[config.mk]
export PLATFORM = sky130hd
export DESIGN_NAME = i2c_master_transaction_sequencer_flat
export DESIGN_NICKNAME = d
export VERILOG_FILES = /design/src/hdl/i2cms_pkg.sv /design/src/hdl/i2cms_chan_if.sv /design/src/hdl/i2c_master_transaction_sequencer.sv /design/src/flat_wrapper.sv
export SDC_FILE = /design/constraint.sdc
export NUM_CORES = 1
export LEC_CHECK = 0
export BUFFER_PORTS_ARGS = -buffer_cell sky130_fd_sc_hd__buf_2
export CAP_MARGIN = 20
export CORE_UTILIZATION = 65
export CTS_CLUSTER_DIAMETER = 150
export DETAILED_ROUTE_END_ITERATION = 10
export GPL_TIMING_DRIVEN = 1
export PLACE_DENSITY_LB_ADDON = 0.15
export SYNTH_ARGS = -nofsm -noshare
export SYNTH_HDL_FRONTEND = slang
export SYNTH_SLANG_ARGS = --single-unit
[constraint.sdc]
create_clock -name clk -period 17.53 [get_ports clk]
set_input_delay 0 -clock clk [delete_from_list [all_inputs] [get_ports clk]]
set_output_delay 0 -clock clk [all_outputs]
set_load 0.02 [all_outputs]
[src/hdl/i2cms_pkg.sv]
package i2cms_pkg;

	// Operation carried by an input word.
	typedef enum logic [1:0] {
		OP_TXLOAD  = 2'd0,
		OP_REQUEST = 2'd1,
		OP_EVENT   = 2'd2,
		OP_DRAIN   = 2'd3
	} op_t;

	// Link status as reported to the host.
	typedef enum logic [1:0] {
		PH_IDLE   = 2'd0,
		PH_BUSY   = 2'd1,
		PH_FAILED = 2'd2,
		PH_DATAV  = 2'd3
	} phase_t;

	// Transfer direction requested by the host.
	localparam logic [1:0] MODE_WRITE      = 2'd0;
	localparam logic [1:0] MODE_READ       = 2'd1;
	localparam logic [1:0] MODE_WRITE_READ = 2'd2;

	// Bus controller status codes.
	localparam logic [7:0] ST_START        = 8'h08;
	localparam logic [7:0] ST_RESTART      = 8'h10;
	localparam logic [7:0] ST_ADDR_W_ACK   = 8'h18;
	localparam logic [7:0] ST_ADDR_W_NACK  = 8'h20;
	localparam logic [7:0] ST_DATA_W_ACK   = 8'h28;
	localparam logic [7:0] ST_DATA_W_NACK  = 8'h30;
	localparam logic [7:0] ST_ARB_LOST     = 8'h38;
	localparam logic [7:0] ST_ADDR_R_ACK   = 8'h40;
	localparam logic [7:0] ST_ADDR_R_NACK  = 8'h48;
	localparam logic [7:0] ST_DATA_R_ACK   = 8'h50;
	localparam logic [7:0] ST_DATA_R_NACK  = 8'h58;
	localparam logic [7:0] READ_BIT        = 8'h01;

	// Most result words one drain may hand out.
	localparam int DRAIN_LIMIT = 16;

	// Input word.
	typedef struct packed {
		op_t        op;
		logic [3:0] tx_index;
		logic [7:0] tx_byte;
		logic [6:0] peer_address;
		logic [1:0] mode;
		logic [4:0] send_count;
		logic [4:0] receive_count;
		logic [7:0] status_code;
		logic [7:0] rx_data;
		logic [4:0] drain_count;
	} in_word_t;

	// Result word.
	typedef struct packed {
		logic       load_data;
		logic [7:0] data_out;
		logic       set_start;
		logic       set_stop;
		logic       set_ack;
		logic       clear_ack;
		phase_t     link_status;
		logic       accepted;
		logic [7:0] read_byte;
		logic [6:0] source_address;
		logic       last;
	} out_word_t;

	// Bus actions produced by one request or status event.
	typedef struct packed {
		logic       load;
		logic [7:0] dout;
		logic       sta;
		logic       sto;
		logic       ack;
		logic       nack;
		logic       acc;
	} act_res_t;

	// Microprogram addresses.
	typedef enum logic [3:0] {
		U_FETCH  = 4'd0,
		U_TXWR   = 4'd1,
		U_REQ    = 4'd2,
		U_EVRD   = 4'd3,
		U_EVT    = 4'd4,
		U_EMIT   = 4'd5,
		U_DRINIT = 4'd6,
		U_DRRD   = 4'd7,
		U_DROUT  = 4'd8
	} upc_t;

	// Datapath action selected by a control word.
	typedef enum logic [3:0] {
		A_NONE   = 4'd0,
		A_FETCH  = 4'd1,
		A_TXWR   = 4'd2,
		A_REQ    = 4'd3,
		A_EVRD   = 4'd4,
		A_EVT    = 4'd5,
		A_DRINIT = 4'd6,
		A_DRRD   = 4'd7,
		A_DROUT  = 4'd8
	} act_t;

	// How the step counter moves on.
	typedef enum logic [1:0] {
		Q_NEXT     = 2'd0,
		Q_DISPATCH = 2'd1,
		Q_HOLD     = 2'd2,
		Q_LOOP     = 2'd3
	} seq_t;

	// One control word of the microprogram.
	typedef struct packed {
		logic take;
		logic emit;
		act_t act;
		seq_t seq;
		upc_t target;
		upc_t alt;
	} ctrl_t;

	// Microprogram ROM. The loop step goes to target on the last word and to alt otherwise.
	function automatic ctrl_t ucode(upc_t pc);
		ctrl_t cw;
		unique case (pc)
			U_FETCH:  cw = '{1'b1, 1'b0, A_FETCH,  Q_DISPATCH, U_FETCH, U_FETCH};
			U_TXWR:   cw = '{1'b0, 1'b0, A_TXWR,   Q_NEXT,     U_EMIT,  U_EMIT};
			U_REQ:    cw = '{1'b0, 1'b0, A_REQ,    Q_NEXT,     U_EMIT,  U_EMIT};
			U_EVRD:   cw = '{1'b0, 1'b0, A_EVRD,   Q_NEXT,     U_EVT,   U_EVT};
			U_EVT:    cw = '{1'b0, 1'b0, A_EVT,    Q_NEXT,     U_EMIT,  U_EMIT};
			U_EMIT:   cw = '{1'b0, 1'b1, A_NONE,   Q_HOLD,     U_FETCH, U_FETCH};
			U_DRINIT: cw = '{1'b0, 1'b0, A_DRINIT, Q_NEXT,     U_DRRD,  U_DRRD};
			U_DRRD:   cw = '{1'b0, 1'b0, A_DRRD,   Q_NEXT,     U_DROUT, U_DROUT};
			U_DROUT:  cw = '{1'b0, 1'b1, A_DROUT,  Q_LOOP,     U_FETCH, U_DRRD};
			default:  cw = '{1'b0, 1'b0, A_NONE,   Q_NEXT,     U_FETCH, U_FETCH};
		endcase
		return cw;
	endfunction

endpackage

[src/hdl/i2cms_chan_if.sv]
interface i2cms_chan_if #(parameter type T = logic);
	logic valid;
	logic ready;
	T     data;

	modport source(output valid, output data, input ready);
	modport sink(input valid, input data, output ready);
endinterface

[src/hdl/i2c_master_transaction_sequencer.sv]
// I2C master transaction sequencer. Each request word loads a transmit byte, starts a
// transfer, reports one bus controller status code, or drains the receive buffer. The
// block takes one word at a time and answers with one result word, or with one word
// per drained byte. A small microprogram in a ROM steps a plain datapath. A transmit
// byte load or a request passes the fetch step, its own action step and the result
// step. A status event adds a registered read of the transmit buffer before its action
// step. A drain runs an init step and then, per byte, a registered read of the receive
// buffer and an output step; an empty drain answers with one word and takes the same
// steps as a one-byte drain. A shown result is held until the sink takes it, and the
// next word can be taken in the cycle after the last result is taken.
// Both buffers are RAM arrays; the receive buffer reads as zero after reset through
// per-entry valid bits, so no clearing pass is needed.
module i2c_master_transaction_sequencer #(
	parameter int SEND_DEPTH    = 16,
	parameter int RECEIVE_DEPTH = 16
) (
	input  logic                clk,
	input  logic                arst_n,
	i2cms_chan_if.sink          req,
	i2cms_chan_if.source        rsp
);
	import i2cms_pkg::*;

	localparam int SEND_AW = (SEND_DEPTH > 1) ? $clog2(SEND_DEPTH) : 1;
	localparam int RECV_AW = $clog2(RECEIVE_DEPTH);
	localparam logic [8:0] SEND_LIM = 9'(SEND_DEPTH);
	localparam logic [8:0] RECV_LIM = 9'(RECEIVE_DEPTH);
	localparam logic [4:0] DRAIN_MAX =
		5'((RECEIVE_DEPTH < DRAIN_LIMIT) ? RECEIVE_DEPTH : DRAIN_LIMIT);

	// Step counter and the current control word.
	upc_t     upc_q;
	upc_t     upc_d;
	ctrl_t    cw;

	// Captured input word.
	in_word_t word_q;

	// Link state.
	phase_t     phase_q;
	logic [7:0] addr_byte_q;
	logic [4:0] send_total_q;
	logic [4:0] recv_total_q;
	logic [4:0] pos_q;
	logic       turn_q;
	logic [6:0] rem_addr_q;

	// Result of the last request or event.
	act_res_t   res_q;

	// Drain walk.
	logic [4:0] drn_cnt_q;
	logic [4:0] drn_idx_q;
	logic       drn_avail_q;
	logic [6:0] drn_src_q;
	logic       drn_last;

	// Buffers.
	logic [7:0]         send_mem [SEND_DEPTH];
	logic [7:0]         recv_mem [RECEIVE_DEPTH];
	logic [RECEIVE_DEPTH-1:0] recv_vld_q;
	logic [7:0]         tx_rdata_q;
	logic               tx_ok_q;
	logic [7:0]         rx_rdata_q;

	// Event evaluation.
	act_res_t   evt_res;
	phase_t     evt_phase;
	logic [4:0] evt_pos;
	logic       evt_restart;
	logic       evt_rx_we;
	logic [4:0] pos_inc;
	logic [4:0] tx_addr;
	logic [4:0] drain_n;

	assign cw       = ucode(upc_q);
	assign req.ready = cw.take;
	assign rsp.valid = cw.emit;
	assign pos_inc  = pos_q + 5'd1;
	assign drn_last = (6'(drn_idx_q) + 6'd1) >= 6'(drn_cnt_q);

	// Step counter: dispatch on the operation, hold on a stalled result, loop over a drain.
	always_comb begin
		upc_d = upc_q;
		unique case (cw.seq)
			Q_NEXT: begin
				upc_d = cw.target;
			end
			Q_DISPATCH: begin
				if (req.valid) begin
					unique case (req.data.op)
						OP_TXLOAD:  upc_d = U_TXWR;
						OP_REQUEST: upc_d = U_REQ;
						OP_EVENT:   upc_d = U_EVRD;
						OP_DRAIN:   upc_d = U_DRINIT;
					endcase
				end
			end
			Q_HOLD: begin
				if (rsp.ready) upc_d = cw.target;
			end
			Q_LOOP: begin
				if (rsp.ready) upc_d = drn_last ? cw.target : cw.alt;
			end
		endcase
	end

	always_ff @(posedge clk or negedge arst_n) begin
		if (!arst_n) begin
			upc_q <= U_FETCH;
		end else begin
			upc_q <= upc_d;
		end
	end

	// Input capture.
	always_ff @(posedge clk) begin
		if (cw.act == A_FETCH && req.valid) begin
			word_q <= req.data;
		end
	end

	// Transmit address: the write-acknowledged code looks one byte ahead.
	assign tx_addr = (word_q.status_code == ST_DATA_W_ACK) ? pos_inc : pos_q;

	// Clamped drain length.
	always_comb begin
		drain_n = word_q.drain_count;
		if (drain_n > DRAIN_MAX) drain_n = DRAIN_MAX;
	end

	// Status event decode.
	always_comb begin
		evt_res     = '0;
		evt_phase   = phase_q;
		evt_pos     = pos_q;
		evt_restart = 1'b0;
		evt_rx_we   = 1'b0;
		unique case (word_q.status_code)
			ST_START, ST_RESTART: begin
				evt_res.load = 1'b1;
				evt_res.dout = addr_byte_q;
			end
			ST_ADDR_W_ACK: begin
				evt_res.load = 1'b1;
				evt_res.dout = tx_ok_q ? tx_rdata_q : 8'd0;
			end
			ST_ADDR_W_NACK, ST_ADDR_R_NACK: begin
				evt_res.sto = 1'b1;
				evt_phase   = PH_FAILED;
				evt_pos     = '0;
			end
			ST_DATA_W_ACK: begin
				if (pos_inc >= send_total_q) begin
					if (turn_q) begin
						evt_res.sta = 1'b1;
						evt_restart = 1'b1;
					end else begin
						evt_res.sto = 1'b1;
						evt_phase   = PH_IDLE;
					end
					evt_pos = '0;
				end else begin
					evt_res.load = 1'b1;
					evt_res.dout = tx_ok_q ? tx_rdata_q : 8'd0;
					evt_pos      = pos_inc;
				end
			end
			ST_DATA_W_NACK: begin
				evt_res.sto = 1'b1;
				evt_phase   = PH_IDLE;
				evt_pos     = '0;
			end
			ST_ARB_LOST: begin
				evt_pos = '0;
			end
			ST_ADDR_R_ACK: begin
				if (recv_total_q <= 5'd1) evt_res.nack = 1'b1;
				else evt_res.ack = 1'b1;
			end
			ST_DATA_R_ACK: begin
				evt_rx_we = 9'(pos_q) < RECV_LIM;
				evt_pos   = pos_inc;
				if ((6'(pos_inc) + 6'd1) >= 6'(recv_total_q)) evt_res.nack = 1'b1;
				else evt_res.ack = 1'b1;
			end
			ST_DATA_R_NACK: begin
				evt_rx_we   = 9'(pos_q) < RECV_LIM;
				evt_res.sto = 1'b1;
				evt_phase   = PH_DATAV;
				evt_pos     = '0;
			end
			default: begin
				evt_res = '0;
			end
		endcase
	end

	// Link state, results and the drain walk.
	always_ff @(posedge clk or negedge arst_n) begin
		if (!arst_n) begin
			phase_q      <= PH_IDLE;
			addr_byte_q  <= '0;
			send_total_q <= '0;
			recv_total_q <= '0;
			pos_q        <= '0;
			turn_q       <= 1'b0;
			rem_addr_q   <= '0;
			res_q        <= '0;
			drn_cnt_q    <= '0;
			drn_idx_q    <= '0;
			drn_avail_q  <= 1'b0;
			drn_src_q    <= '0;
			recv_vld_q   <= '0;
		end else begin
			unique case (cw.act)
				A_TXWR: begin
					res_q <= '0;
				end
				A_REQ: begin
					res_q <= '0;
					if (phase_q != PH_BUSY && phase_q != PH_DATAV) begin
						rem_addr_q   <= word_q.peer_address;
						addr_byte_q  <= {word_q.peer_address, word_q.mode[0]};
						send_total_q <= word_q.send_count;
						recv_total_q <= word_q.receive_count;
						turn_q       <= (word_q.mode == MODE_WRITE_READ);
						phase_q      <= PH_BUSY;
						res_q.sta    <= 1'b1;
						res_q.acc    <= 1'b1;
					end
				end
				A_EVT: begin
					res_q   <= evt_res;
					phase_q <= evt_phase;
					pos_q   <= evt_pos;
					if (evt_restart) addr_byte_q <= addr_byte_q | READ_BIT;
					if (evt_rx_we) recv_vld_q[RECV_AW'(pos_q)] <= 1'b1;
				end
				A_DRINIT: begin
					drn_cnt_q   <= drain_n;
					drn_idx_q   <= '0;
					drn_avail_q <= (phase_q == PH_DATAV) && (drain_n != 5'd0);
					drn_src_q   <= rem_addr_q;
					rem_addr_q  <= '0;
					phase_q     <= PH_IDLE;
				end
				A_DROUT: begin
					if (rsp.ready) begin
						if (drn_avail_q) recv_vld_q[RECV_AW'(drn_idx_q)] <= 1'b0;
						drn_idx_q <= drn_idx_q + 5'd1;
					end
				end
				default: begin
					res_q <= res_q;
				end
			endcase
		end
	end

	// Transmit buffer: written by a load, read one step before the event is applied.
	always_ff @(posedge clk) begin
		if (cw.act == A_TXWR && (9'(word_q.tx_index) < SEND_LIM)) begin
			send_mem[SEND_AW'(word_q.tx_index)] <= word_q.tx_byte;
		end
		if (cw.act == A_EVRD) begin
			tx_rdata_q <= send_mem[SEND_AW'(tx_addr)];
			tx_ok_q    <= 9'(tx_addr) < SEND_LIM;
		end
	end

	// Receive buffer: written on received data, read one step before each drain word.
	always_ff @(posedge clk) begin
		if (cw.act == A_EVT && evt_rx_we) begin
			recv_mem[RECV_AW'(pos_q)] <= word_q.rx_data;
		end
		if (cw.act == A_DRRD) begin
			rx_rdata_q <= recv_mem[RECV_AW'(drn_idx_q)];
		end
	end

	// Result word.
	always_comb begin
		rsp.data             = '0;
		rsp.data.link_status = phase_q;
		if (upc_q == U_DROUT) begin
			rsp.data.read_byte = (drn_avail_q && recv_vld_q[RECV_AW'(drn_idx_q)]) ?
				rx_rdata_q : 8'd0;
			rsp.data.source_address = drn_src_q;
			rsp.data.last           = drn_last;
		end else begin
			rsp.data.load_data = res_q.load;
			rsp.data.data_out  = res_q.dout;
			rsp.data.set_start = res_q.sta;
			rsp.data.set_stop  = res_q.sto;
			rsp.data.set_ack   = res_q.ack;
			rsp.data.clear_ack = res_q.nack;
			rsp.data.accepted  = res_q.acc;
		end
	end

	// A word is never taken while a result is shown.
	a_no_overlap: assert property (@(posedge clk) disable iff (!arst_n)
		rsp.valid |-> !req.ready)
		else $error("input taken while a result is pending");

	// A drain never walks past its count.
	a_drain_bound: assert property (@(posedge clk) disable iff (!arst_n)
		upc_q == U_DROUT |-> (drn_idx_q < drn_cnt_q) || (drn_idx_q == 5'd0))
		else $error("drain index beyond its count");

	// An accepted request always reports a busy link.
	a_accept_busy: assert property (@(posedge clk) disable iff (!arst_n)
		rsp.valid && rsp.data.accepted |-> rsp.data.link_status == PH_BUSY)
		else $error("accepted request without busy status");

	// A refused request leaves no accept flag.
	a_refuse: assert property (@(posedge clk) disable iff (!arst_n)
		upc_q == U_REQ && (phase_q == PH_BUSY || phase_q == PH_DATAV) |=> !res_q.acc)
		else $error("request taken while busy or holding data");

	// The last drain word returns the sequencer to fetch.
	a_drain_end: assert property (@(posedge clk) disable iff (!arst_n)
		upc_q == U_DROUT && rsp.ready && drn_last |=> upc_q == U_FETCH)
		else $error("drain did not end after its last word");

endmodule

[src/flat_wrapper.sv]
// flat-port wrapper written by rule: the top's interface ports become plain ports
module i2c_master_transaction_sequencer_flat import i2cms_pkg::*;
#(
	parameter int SEND_DEPTH    = 16,
	parameter int RECEIVE_DEPTH = 16
)
  (clk, arst_n, req_valid, req_data, req_ready, rsp_valid, rsp_data, rsp_ready);
  i2cms_chan_if #(.T(in_word_t)) req_i ();
  i2cms_chan_if #(.T(out_word_t)) rsp_i ();
  input  logic clk;
  input  logic arst_n;
  input wire logic [$bits(req_i.valid)-1:0] req_valid;
  input wire logic [$bits(req_i.data)-1:0] req_data;
  output wire logic [$bits(req_i.ready)-1:0] req_ready;
  output wire logic [$bits(rsp_i.valid)-1:0] rsp_valid;
  output wire logic [$bits(rsp_i.data)-1:0] rsp_data;
  input wire logic [$bits(rsp_i.ready)-1:0] rsp_ready;
  assign req_i.valid = req_valid;
  assign req_i.data = req_data;
  assign req_ready = req_i.ready;
  assign rsp_valid = rsp_i.valid;
  assign rsp_data = rsp_i.data;
  assign rsp_i.ready = rsp_ready;
  i2c_master_transaction_sequencer #(.SEND_DEPTH(SEND_DEPTH), .RECEIVE_DEPTH(RECEIVE_DEPTH)) u_core (.clk(clk), .arst_n(arst_n), .req(req_i), .rsp(rsp_i));
endmodule
==> results of run 1 <==
==> power breakdown <==
group | internal, W | leakage (nW) | switching [W]
registers | 0.00121 | 4.00 | 0.000112
logic | 0.000234 | 2.77 | 0.000310
clock network | 0.000471 | 0.629 | 0.000361
==> cell usage after synthesis (all sizes together), types with 5 or more instances <==
| library cell | n | area (um2) |
|---|---|---|
| edfxtp | 325 | 9760 |
| dfrtp | 85 | 2130 |
| mux2 | 73 | 822 |
| nor2 | 62 | 235 |
| o21ai | 59 | 295 |
| nand2 | 56 | 213 |
| mux4 | 53 | 1190 |
| buf | 38 | 225 |
| o22ai | 38 | 244 |
| clkbuf | 34 | 129 |
| inv | 31 | 116 |
| and3 | 29 | 186 |
| and2 | 26 | 163 |
| ha | 26 | 325 |
| nand3 | 26 | 135 |
| o211ai | 21 | 163 |
| o221ai | 21 | 184 |
| a21oi | 18 | 109 |
| a22o | 15 | 131 |
| a31oi | 15 | 109 |
| nand2b | 14 | 87.6 |
| nor3 | 13 | 86.3 |
| a21o | 12 | 90.1 |
| mux2i | 10 | 100 |
| xnor2 | 9 | 86.3 |
| o32a | 8 | 80.1 |
| nor2b | 7 | 51.3 |
| o21a | 6 | 45.0 |
| nor4 | 5 | 37.5 |
| o22a | 5 | 43.8 |
| o31ai | 5 | 37.5 |
==> worst max-delay path by stage <==
stage | cells past startpoint | slack, ns | start | to
after floorplan | 6 | 7.52 | u_core.upc_q[0]$_DFFE_PN0P_ | u_core.word_q[0]$_DFFE_PP_
after global placement | 11 | 13.75 | u_core.pos_q[0]$_DFFE_PN0P_ | u_core.pos_q[4]$_DFFE_PN0P_
after detailed placement | 11 | 13.62 | u_core.pos_q[0]$_DFFE_PN0P_ | u_core.pos_q[4]$_DFFE_PN0P_
after CTS | 11 | 13.59 | u_core.pos_q[0]$_DFFE_PN0P_ | u_core.pos_q[4]$_DFFE_PN0P_
after global routing | 12 | 13.21 | u_core.pos_q[0]$_DFFE_PN0P_ | u_core.res_q[1]$_DFFE_PN0P_
final | 11 | 13.55 | u_core.pos_q[0]$_DFFE_PN0P_ | u_core.pos_q[4]$_DFFE_PN0P_
==> per-stage QoR <==
step | setup WS, ns | hold slack [ns]
after floorplan | 7.52 | -0.296
after global placement | 13.75 | -0.220
after detailed placement | 13.62 | -0.219
after CTS | 13.59 | 0.0700
after global routing | 13.21 | 0.136
final | 13.55 | 0.0793
==> layout by cell type, fill, tap and decap left out, drive strengths merged, types with 5 or more instances in the layout <==
master and instances:
a21oi 18, clkinv 19, a31oi 15, dlygate4sd3 58
o211ai 21, nand3 26, xnor2 9, edfxtp 325
nor4 5, nor2b 7, ha 26, o32a 8
mux2i 10, and3 29, mux4 53, nor3 13
inv 33, and2 26, buf 113, o221ai 21
nor2 62, o21ai 59, o21a 6, a22o 15
clkbuf 52, o31ai 5, o22ai 38, dfrtp 85
mux2 73, o22a 5, nand2 56, nand2b 14
a21o 12
==> registers in the layout, indices dropped and copies added (netlist names), 7 cells and up <==
| signal | cells |
|---|---|
| u_core.recv_mem | 128 |
| u_core.word_q | 52 |
| u_core.tx_rdata_q | 8 |
| u_core.rem_addr_q | 7 |
| u_core.res_q | 14 |
| u_core.rx_rdata_q | 8 |
| u_core.recv_vld_q | 16 |
| u_core.send_mem | 128 |
| u_core.addr_byte_q | 8 |
| u_core.drn_src_q | 7 |
==> routing by layer <==
| metal | GRT usage | routed length [um] | vias to the layer above | part of all wire |
|---|---|---|---|---|
| met4 | 0.110 | 1250 | 0 | 0.031 |
| met1 | 0.391 | 16100 | 5629 | 0.40 |
| met3 | 0.0430 | 2770 | 107 | 0.069 |
| met5 | 0 | 0 | - | 0 |
| met2 | 0.480 | 20000 | 508 | 0.50 |
| li1 | - | - | 4967 | - |
==> cell families after synthesis <==
family / count (synthesis) / synth area share
buf+inv: 103 / 0.0261
compound gates: 246 / 0.0962
flops: 410 / 0.660
fa+ha+maj: 27 / 0.0187
simple gates: 257 / 0.0751
mux: 136 / 0.117
xor+xnor: 13 / 0.00674
==> final cells by class <==
class,count,area [um2]
multi-input cells,679,5680
clock inverters,23,185
repair buffers,171,1210
flip-flops and latches,410,11900
fillers,1620,6460
clock buffers,52,1090
inverters,31,116
well taps,372,465
==> timing repair <==
item	in CTS	in global routing
hold buffers	58	0
resized for setup	0	0
endpoints found under the hold margin	146	0
setup endpoints to repair	0	0
==> critical path: stages (launching register included) <==
cell      delay, ns
dfrtp_2        0.34
buf_4          0.74
ha_1           0.67
xnor2_1        0.25
inv_1          0.11
ha_1           0.30
a21oi_1        0.15
o21ai_0        0.11
maj3_2         0.36
a211oi_2       0.41
o21ai_1        0.19
o31ai_1        0.24
==> summary.md, run 1 <==
| Metric | Value |
|---|---|
| Worst hold stages | `5` |
| Initial DRC count | `1224` |
| CP arrival | `4.43 ns` |
| Number of post-CTS setup repair buffers | `0` |
| Die area | `0.0284 mm2` |
| Final min period | `approximately 4.0 ns` |
| Pin count of the biggest net entering global routing | `85` |
| Relative max-transition margin | `0.353` |
| # DRC | `0` |
| Cell Pwr Density | `approximately 130 mW/mm2` |
| Nets | `1418` |
| Status | `completed` |
| Crit Reg-Reg Startpoint | `u_core.pos_q[0]$_DFFE_PN0P_` |
| TritonCTS clock tree | `yes` |
| Ys flop type | `edfxtp_1` |
| Vias/cell | `~6.5` |
| Synth Area per Inst | `around 15 um2` |
| Sum Neg Setup Slack | `0 ns` |
| Site Rows | `60` |
| Global-route wire length before repair | `a little over 60000 um` |
| Layout cells sized above 1 | `0.240` |
| Peak VDD IR | `roughly 0.0001 V` |
| Hold path startpoint | `req_valid` |
| Die boundary height | `168 um` |
| Placed cell areas | `~0.019 mm2` |
| Antenna violations before repair | `0` |
| Detailed-route via count | `11200` |
| Global placement routability congestion | `0.868` |
| WP data required | `17.98 ns` |
| ANT nets after route | `0` |
| Final core occ | `0.761` |
| RR Endpoint | `u_core.pos_q[4]$_DFFE_PN0P_` |
| Final-report hold violation count | `0` |
| Antenna diodes | `0` |
| Seq/Total Area, Yosys | `0.660` |
| CTS Buffer Depth | `3` |
| Post-synth EDFFs | `325` |
| Post-DP HPWL | `24200 um` |
| Post-Route WL | `40100 um` |
| P_leak | `7.40 nW` |
| # clock sinks | `410` |
| GRT Overall Usage | `0.289` |
| Synthesis-stage register bit count | `410` |
| Die X | `approximately 170 um` |
| TritonCTS Buffers | `41` |
| CTS clk-pin slew, worst paths | `0.06 ns` |
| Non-Filler Instances | `1738` |
| Post-Synthesis Net Count | `1276` |
| MaxCap Viol Count | `0` |
| Hold Crit Endpoint | `u_core.upc_q[3]$_DFFE_PN0P_` |
| Endpoints failing setup | `0` |
| CP max FO | `77` |
| Number of I/O port buffers | `91` |
| Asr flop ratio synth | `0.207` |
| Startpoint types | `flop` |
| Number of global-route vias before repair | `11100` |
| # IOs | `92` |
| Max Transition Viols Final | `0` |
| Worst reg2reg path depth | `11` |
| Placed Instances | `1604` |
| Syn-to-layout area delta | `14.5%` |
| Hold crit path type | `in2reg` |
| Clock latency on the worst-skew pair | `between 0.5 and 0.6 ns` |
| Cell count after synthesis | `between 1000 and 1500` |
| Clk root buf | `clkbuf_16` |
| Starting Density | `0.665` |
| Synth warn | `0` |
| RSZ-0062 raised after global routing | `no` |
| CP Class | `reg2reg` |
| Routed wire per std cell | `23.1 um` |
| Setup crit end kind | `flop` |
| Final period util | `0.227` |
| Core area | `between 0.02 and 0.03 mm2` |
| Final instance area | `0.0206 mm2` |
| Reg2Reg Setup Slack | `13.55 ns` |
| Worst slew pin tran | `0.971 ns` |
| Cell Area, Synth | `about 0.018 mm2` |
| GRT Residual Overflow | `0` |
| Total power | `0.00269 W` |
| Fmax | `0.251 GHz` |
| Yosys cell types | `80` |
| Initial DRT Pass Iterations | `6` |
| CTS H-tree lvls | `2` |
| Layout Skew | `about 0.021 ns` |
No activity file was read; power rests on OpenSTA's default activity.
==> run 2: changes to the inputs <==
--- a/config.mk
+++ b/config.mk
@@ -7,7 +7,7 @@
 export LEC_CHECK = 0
 export BUFFER_PORTS_ARGS = -buffer_cell sky130_fd_sc_hd__buf_2
 export CAP_MARGIN = 20
-export CORE_UTILIZATION = 65
+export CORE_UTILIZATION = 61
 export CTS_CLUSTER_DIAMETER = 150
 export DETAILED_ROUTE_END_ITERATION = 10
 export GPL_TIMING_DRIVEN = 1
==> constraint.sdc (replaced) <==
create_clock -name clk -period 3.8 [get_ports clk]
set_input_delay 0 -clock clk [delete_from_list [all_inputs] [get_ports clk]]
set_output_delay 0 -clock clk [all_outputs]
set_load 0.02 [all_outputs]
==> summary.md, run 2 (synthesis gave the netlist of run 1 again) <==
| Metric | Value |
|---|---|
| Final-layout fill cell count | `1888 (+17%)` |
| CP max FO | `12 (-84%)` |
| Worst reg2reg path depth | `6 (-5)` |
| GRT Overall Usage | `0.273 (-0.0157)` |
| Sequential Area | `0.0119 mm2 (unchanged)` |
| Final-report hold violation count | `0 (unchanged)` |
| Endpoints failing setup | `0 (unchanged)` |
| CTS Buffer Depth | `3 (unchanged)` |
| Post-Route WL | `40500 um (+0.93%)` |
| GRT Residual Overflow | `0 (unchanged)` |
| Crit Reg-Reg Startpoint | `u_core.upc_q[0]$_DFFE_PN0P_` |
| Final period util | `0.927 (+0.700)` |
| # IOs | `92 (unchanged)` |
| Pin count of the biggest net entering global routing | `54 (-36%)` |
| Sum Neg Setup Slack | `0 ns (unchanged)` |
| Post-DP HPWL | `26200 um (+8.3%)` |
| Final hold slack | `0.0668 ns (-0.0125 ns)` |
| Global routing met1 resource utilization | `0.379 (-0.0126)` |
| Most common cell after layout, fill and taps aside | `edfxtp_1` |
| Final core occ | `0.722 (-0.0398)` |
| # clock sinks | `410 (unchanged)` |
| CTS resizes | `0 (unchanged)` |
| Nets | `1431 (+0.92%)` |
| WP data required | `3.96 ns (-14.02 ns)` |
| Area of the multi-input gates | `0.00569 mm2 (+0.22%)` |
| CTS H-tree lvls | `2 (unchanged)` |
| Core area | `0.0289 mm2 (+6.5%)` |
| Initial DRC count | `1147 (-6.3%)` |
| Routed wire per std cell | `23.0 um (-0.33%)` |
| Final min period | `3.52 ns (-0.461 ns)` |
| Max Transition Viols Final | `0 (unchanged)` |
| Global placement routability congestion | `0.870 (+0.29%)` |
| Number of post-CTS setup repair buffers | `0 (unchanged)` |
| Antenna violations before repair | `0 (unchanged)` |
| RSZ-0062 raised after global routing | `no` |
| Clock latency on the worst-skew pair | `0.54 ns (about the same)` |
| Fmax | `0.284 GHz (+13%)` |
| Grt met3 use | `0.0425 (-0.000477)` |
| Layout cells sized above 1 | `0.247 (+0.00698)` |
| Number of I/O port buffers | `91 (unchanged)` |
| Status | `completed` |
| Most frequent cells in the layout | `325 x edfxtp_1, 90 x buf_2, 83 x dfrtp_1` |
| Syn-to-layout area delta | `15.6%` |
| Die boundary height | `174 um (+3.2%)` |
| Hold crit path type | `in2async` |
| Starting Density | `0.624 (-0.0405)` |
| Layout Skew | `0.0162 ns (-0.00522 ns)` |
| TritonCTS clock tree | `yes` |
| Peak VDD IR | `0.000478 V (+390%)` |
| Clk root buf | `clkbuf_16` |
| Non-Filler Instances | `1760 (+1.3%)` |
| Initial DRT Pass Iterations | `5 (-1)` |
| Global-route wire length before repair | `63000 um (+1.9%)` |
| MaxCap Viol Count | `0 (unchanged)` |
| Worst slew pin tran | `0.917 ns (-0.0536 ns)` |
| Detailed-route via count | `11100 (-1.4%)` |
| RR Endpoint | `u_core.send_mem[3][2]$_DFFE_PP_` |
| Cell Pwr Density | `612 mW/mm2 (+370%)` |
| Placed Instances | `1630 (+1.6%)` |
| Die X | `174 um (+3.2%)` |
| Startpoint types | `flop` |
| Reg2Reg Setup Slack | `0.28 ns (-13.27 ns)` |
| P_leak | `7.49 nW (+1.3%)` |
| Largest registers | `u_core.recv_mem (128), u_core.send_mem (128), u_core.word_q (52)` |
| Site Rows | `62 (+3.3%)` |
| Global route hottest layer | `met2` |
| CTS clk-pin slew, worst paths | `0.06 ns (about the same)` |
| # DRC | `0 (unchanged)` |
| CP Class | `reg2reg` |
| Vias/cell | `6.28 (-2.6%)` |
| ANT nets after route | `0 (unchanged)` |
| Setup crit end kind | `flop` |
| Die area | `0.0302 mm2 (+6.5%)` |
| Relative max-transition margin | `0.389 (+0.0357)` |
| Antenna diodes | `0 (unchanged)` |
| CP arrival | `3.68 ns (-0.75 ns)` |
| Met2 Usage GRT | `0.450 (-0.0301)` |
| Number of global-route vias before repair | `11100 (+0.43%)` |
| TritonCTS Buffers | `41 (unchanged)` |
run 2: changes by cell type in the layout (fill, tap and decap cells not counted), sizes merged:
cell | previous run | this run
buf | 113 | 126
clkinv | 19 | 11
clkbuf | 52 | 56
bufinv | 2 | 3
run 2: layer usage:
metal | vias up | part of all wire
met5 | - | 0
met4 | 0 | 0.025
met3 | 81 | 0.066
met2 | 418 | 0.49
met1 | 5567 | 0.41
li1 | 4990 | -
run 2: stage by stage:
stage          total power, W  setup slack (ns)  instance area, um2
5_1_grt                0.0132             0.101               20800
3_5_place_dp          0.00874             0.375               18900
6_report               0.0127             0.279               20800
2_1_floorplan         0.00789             0.227               18000
4_1_cts                0.0128             0.362               20800
3_3_place_gp          0.00867             0.429               18900
run 2: critical path, stage by stage, from the launching register on:
cell and delay [ns]:
dfrtp_1 0.56, inv_1 0.19, ha_1 0.56, nor2b_1 0.35, nand3_1 0.38, or3_1 0.49, nor2_1 0.62
run 2: worst max-delay path by stage:
stage	start	cells after the start	slack (ns)	to
2_1_floorplan	u_core.pos_q[0]$_DFFE_PN0P_	15	0.23	u_core.res_q[2]$_DFFE_PN0P_
3_3_place_gp	u_core.upc_q[0]$_DFFE_PN0P_	6	0.43	u_core.send_mem[3][4]$_DFFE_PP_
3_5_place_dp	u_core.upc_q[0]$_DFFE_PN0P_	6	0.37	u_core.send_mem[3][4]$_DFFE_PP_
4_1_cts	u_core.upc_q[0]$_DFFE_PN0P_	6	0.36	u_core.send_mem[3][2]$_DFFE_PP_
5_1_grt	u_core.upc_q[0]$_DFFE_PN0P_	6	0.10	u_core.send_mem[3][2]$_DFFE_PP_
6_report	u_core.upc_q[0]$_DFFE_PN0P_	6	0.28	u_core.send_mem[3][2]$_DFFE_PP_
run 2: cell type report:
type,instances,share of cell area
inverters,31,0.00559
well taps,384,0.0231
clock buffers,56,0.0565
clock inverters,16,0.00751
flip-flops and latches,410,0.571
multi-input cells,679,0.273
repair buffers,184,0.0631
run 2: power by group:
part | leakage [nW] | switching (W) | internal, W
clock | 0.656 | 0.00163 | 0.00237
sequential | 4.00 | 0.000575 | 0.00556
combinational | 2.83 | 0.00146 | 0.00114
total | 7.49 | 0.00367 | 0.00907
run 2: what timing repair did:
item,CTS,global route
hold buffers,58,0
endpoints found under the hold margin,119,0
setup endpoints to repair,0,0
==> run 3: changes to the inputs <==
--- a/config.mk
+++ b/config.mk
@@ -7,10 +7,13 @@
 export LEC_CHECK = 0
 export BUFFER_PORTS_ARGS = -buffer_cell sky130_fd_sc_hd__buf_2
 export CAP_MARGIN = 20
-export CORE_UTILIZATION = 61
+export CELL_PAD_IN_SITES_DETAIL_PLACEMENT = 0
+export CELL_PAD_IN_SITES_GLOBAL_PLACEMENT = 2
+export CORE_UTILIZATION = 45
 export CTS_CLUSTER_DIAMETER = 150
 export DETAILED_ROUTE_END_ITERATION = 10
 export GPL_TIMING_DRIVEN = 1
+export HOLD_SLACK_MARGIN = 0.03
 export PLACE_DENSITY_LB_ADDON = 0.15
 export SYNTH_ARGS = -nofsm -noshare
 export SYNTH_HDL_FRONTEND = slang
==> summary.md, run 3 (synthesis gave the netlist of run 1 again) <==
| Metric | Value |
|---|---|
| # DRC | `0 (unchanged)` |
| GRT Overall Usage | `0.213 (-0.0604)` |
| Final-report hold violation count | `0 (unchanged)` |
| CTS Buffer Depth | `3 (unchanged)` |
| P_leak | `7.60 nW (+1.5%)` |
| Final instance area | `0.0212 mm2 (+1.9%)` |
| Max Transition Viols Final | `0 (unchanged)` |
| Antenna violations before repair | `0 (unchanged)` |
| Crit-path max cell delay | `0.79 ns (+0.17 ns)` |
| Post-Route WL | `42300 um (+4.6%)` |
| Starting Density | `0.461 (-0.164)` |
| Placed Instances | `1768 (+8.5%)` |
| Die boundary height | `202 um (+16%)` |
| CP max FO | `27 (+15)` |
| Detailed-route via count | `10700 (-3.1%)` |
| Die area | `0.0408 mm2 (+35%)` |
| Pin count of the biggest net entering global routing | `57 (+5.6%)` |
| WP data required | `3.80 ns (-0.16 ns)` |
| Vias/cell | `5.62 (-11%)` |
| Antenna diodes | `0 (unchanged)` |
| ANT nets after route | `0 (unchanged)` |
| Site Rows | `72 (+16%)` |
| Clk root buf | `clkbuf_16` |
| Routed wire per std cell | `22.2 um (-3.5%)` |
| Most frequent cells in the layout | `325 x edfxtp_1, 90 x buf_2, 83 x dfrtp_1` |
| Largest registers | `u_core.recv_mem (128), u_core.send_mem (128), u_core.word_q (52)` |
| Worst slew pin tran | `0.938 ns (+0.0206 ns)` |
| CTS H-tree lvls | `2 (unchanged)` |
| MaxCap Viol Count | `0 (unchanged)` |
| # clock sinks | `410 (unchanged)` |
| CTS resizes | `0 (unchanged)` |
| Final core occ | `0.543 (-0.179)` |
| CP Launch Point | `u_core.drn_idx_q[1]$_DFFE_PN0P_` |
| Hold path startpoint | `req_valid` |
| Hold crit path type | `in2reg` |
| Peak VDD IR | `0.000467 V (-2.2%)` |
| Core area | `0.0391 mm2 (+35%)` |
| Global placement routability congestion | `0.783 (-10%)` |
| GRT Residual Overflow | `0 (unchanged)` |
| Initial DRC count | `707 (-38%)` |
| Cell Pwr Density | `622 mW/mm2 (+1.7%)` |
| Relative max-transition margin | `0.375 (-0.0137)` |
| Layout cells sized above 1 | `0.256 (+0.00849)` |
| Syn-to-layout area delta | `17.8%` |
| Final period util | `0.877 (-0.0497)` |
| Critical path's slowest cell | `dfrtp_1` |
| Crit path cell chain | `buf_4 > mux4_2 > mux4_2 > and3_4 > and2_1 > buf_2` |
| Worst reg2reg path depth | `6 (unchanged)` |
| TritonCTS clock tree | `yes` |
| Layout Skew | `0.0271 ns (+0.0108 ns)` |
| CTS clk-pin slew, worst paths | `0.06 ns (about the same)` |
| Final-layout fill cell count | `3282 (+74%)` |
| Endpoints failing setup | `0 (unchanged)` |
| Startpoint types | `flop` |
| Crit Reg-Reg Startpoint | `u_core.upc_q[1]$_DFFE_PN0P_` |
| Setup crit end kind | `primary output` |
| Sum Neg Setup Slack | `0 ns (unchanged)` |
| Fmax | `0.300 GHz (+5.7%)` |
| # IOs | `92 (unchanged)` |
| Non-Filler Instances | `1907 (+8.4%)` |
| Final min period | `3.33 ns (-0.189 ns)` |
| Initial DRT Pass Iterations | `5 (unchanged)` |
| Clock latency on the worst-skew pair | `0.60 ns (+0.06 ns)` |
| CP arrival | `3.33 ns (-0.35 ns)` |
| RR Endpoint | `u_core.send_mem[2][6]$_DFFE_PP_` |
| Die X | `202 um (+16%)` |
| Number of I/O port buffers | `91 (unchanged)` |
| Global-route wire length before repair | `65800 um (+4.4%)` |
| Placed cell areas | `0.0191 mm2 (+1.0%)` |
| Buf+Inv Stages, Crit Path | `2 (+1)` |
| TritonCTS Buffers | `44 (+7.3%)` |
| Worst hold stages | `5` |
| Post-DP HPWL | `27700 um (+5.9%)` |
| Number of global-route vias before repair | `10900 (-1.6%)` |
| Status | `completed` |
| Hold Crit Endpoint | `u_core.upc_q[3]$_DFFE_PN0P_` |
| RSZ-0062 raised after global routing | `no` |
| Nets | `1439 (+0.56%)` |
| Most common cell after layout, fill and taps aside | `edfxtp_1` |
| Family with the most delay on the worst path | `multiplexers` |
| CP Class | `reg2out` |
| Final hold slack | `0.0880 ns (+0.0212 ns)` |
| CP dominant cell by count | `mux4_2` |
| Reg2Reg Setup Slack | `0.50 ns (+0.22 ns)` |
run 3: changes by cell type in the layout (fill, tap and decap cells not counted), sizes merged:
cell	before	now
buf	126	131
clkinv	11	12
clkbuf	56	60
bufinv	3	5
clkinvlp	0	1
run 3: through the flow:
stage,total power (W),setup WS (ns)
2_1_floorplan,0.00789,0.227
3_3_place_gp,0.00879,0.598
3_5_place_dp,0.00883,0.474
4_1_cts,0.0134,0.401
5_1_grt,0.0138,0.203
6_report,0.0132,0.467
run 3: area by class of cell:
cell class / count / area [um2] / area share
repair buffers: 189 / 1360 / 0.0643
flip-flops and latches: 410 / 11900 / 0.560
clock buffers: 60 / 1230 / 0.0581
well taps: 518 / 648 / 0.0305
multi-input cells: 679 / 5690 / 0.268
clock inverters: 20 / 283 / 0.0133
inverters: 31 / 116 / 0.00548
run 3: timing repair:
| item | 4_1_cts | 5_1_grt |
|---|---|---|
| endpoints found under the hold margin | 110 | 0 |
| hold buffers | 59 | 0 |
| buffers inserted | 0 | 0 |
run 3: metal layers:
| layer | vias to the layer above | part of all wire | global-route usage |
|---|---|---|---|
| met5 | - | 0 | 0 |
| met4 | 0 | 0.019 | 0.0599 |
| met3 | 58 | 0.046 | 0.0393 |
| met2 | 232 | 0.48 | 0.344 |
| met1 | 5418 | 0.45 | 0.295 |
| li1 | 5009 | - | - |
run 3: worst max path at each step:
stage / slack, ns / endpoint / depth (start not counted)
after floorplan: 0.23 / u_core.res_q[2]$_DFFE_PN0P_ / 15
after global placement: 0.60 / u_core.send_mem[2][6]$_DFFE_PP_ / 6
after detailed placement: 0.47 / u_core.send_mem[2][6]$_DFFE_PP_ / 6
after CTS: 0.40 / rsp_data[14] / 6
after global routing: 0.20 / u_core.send_mem[2][6]$_DFFE_PP_ / 6
final: 0.47 / rsp_data[14] / 6
run 3: report_power, final:
part           internal, W  switching [W]  total [W]
Combinational      0.00115        0.00153    0.00268
Sequential         0.00556       0.000513    0.00608
Clock              0.00264        0.00181    0.00445
Total              0.00936        0.00385     0.0132
run 3: worst reg2reg max path, delay by kind of cell (launching register included):
family                   cells  cell delay, ns
AND/OR/NAND/NOR              4            1.74
flip-flops                   1            0.54
adder cells (fa/ha/maj)      1            0.54
buffers and inverters        1            0.13
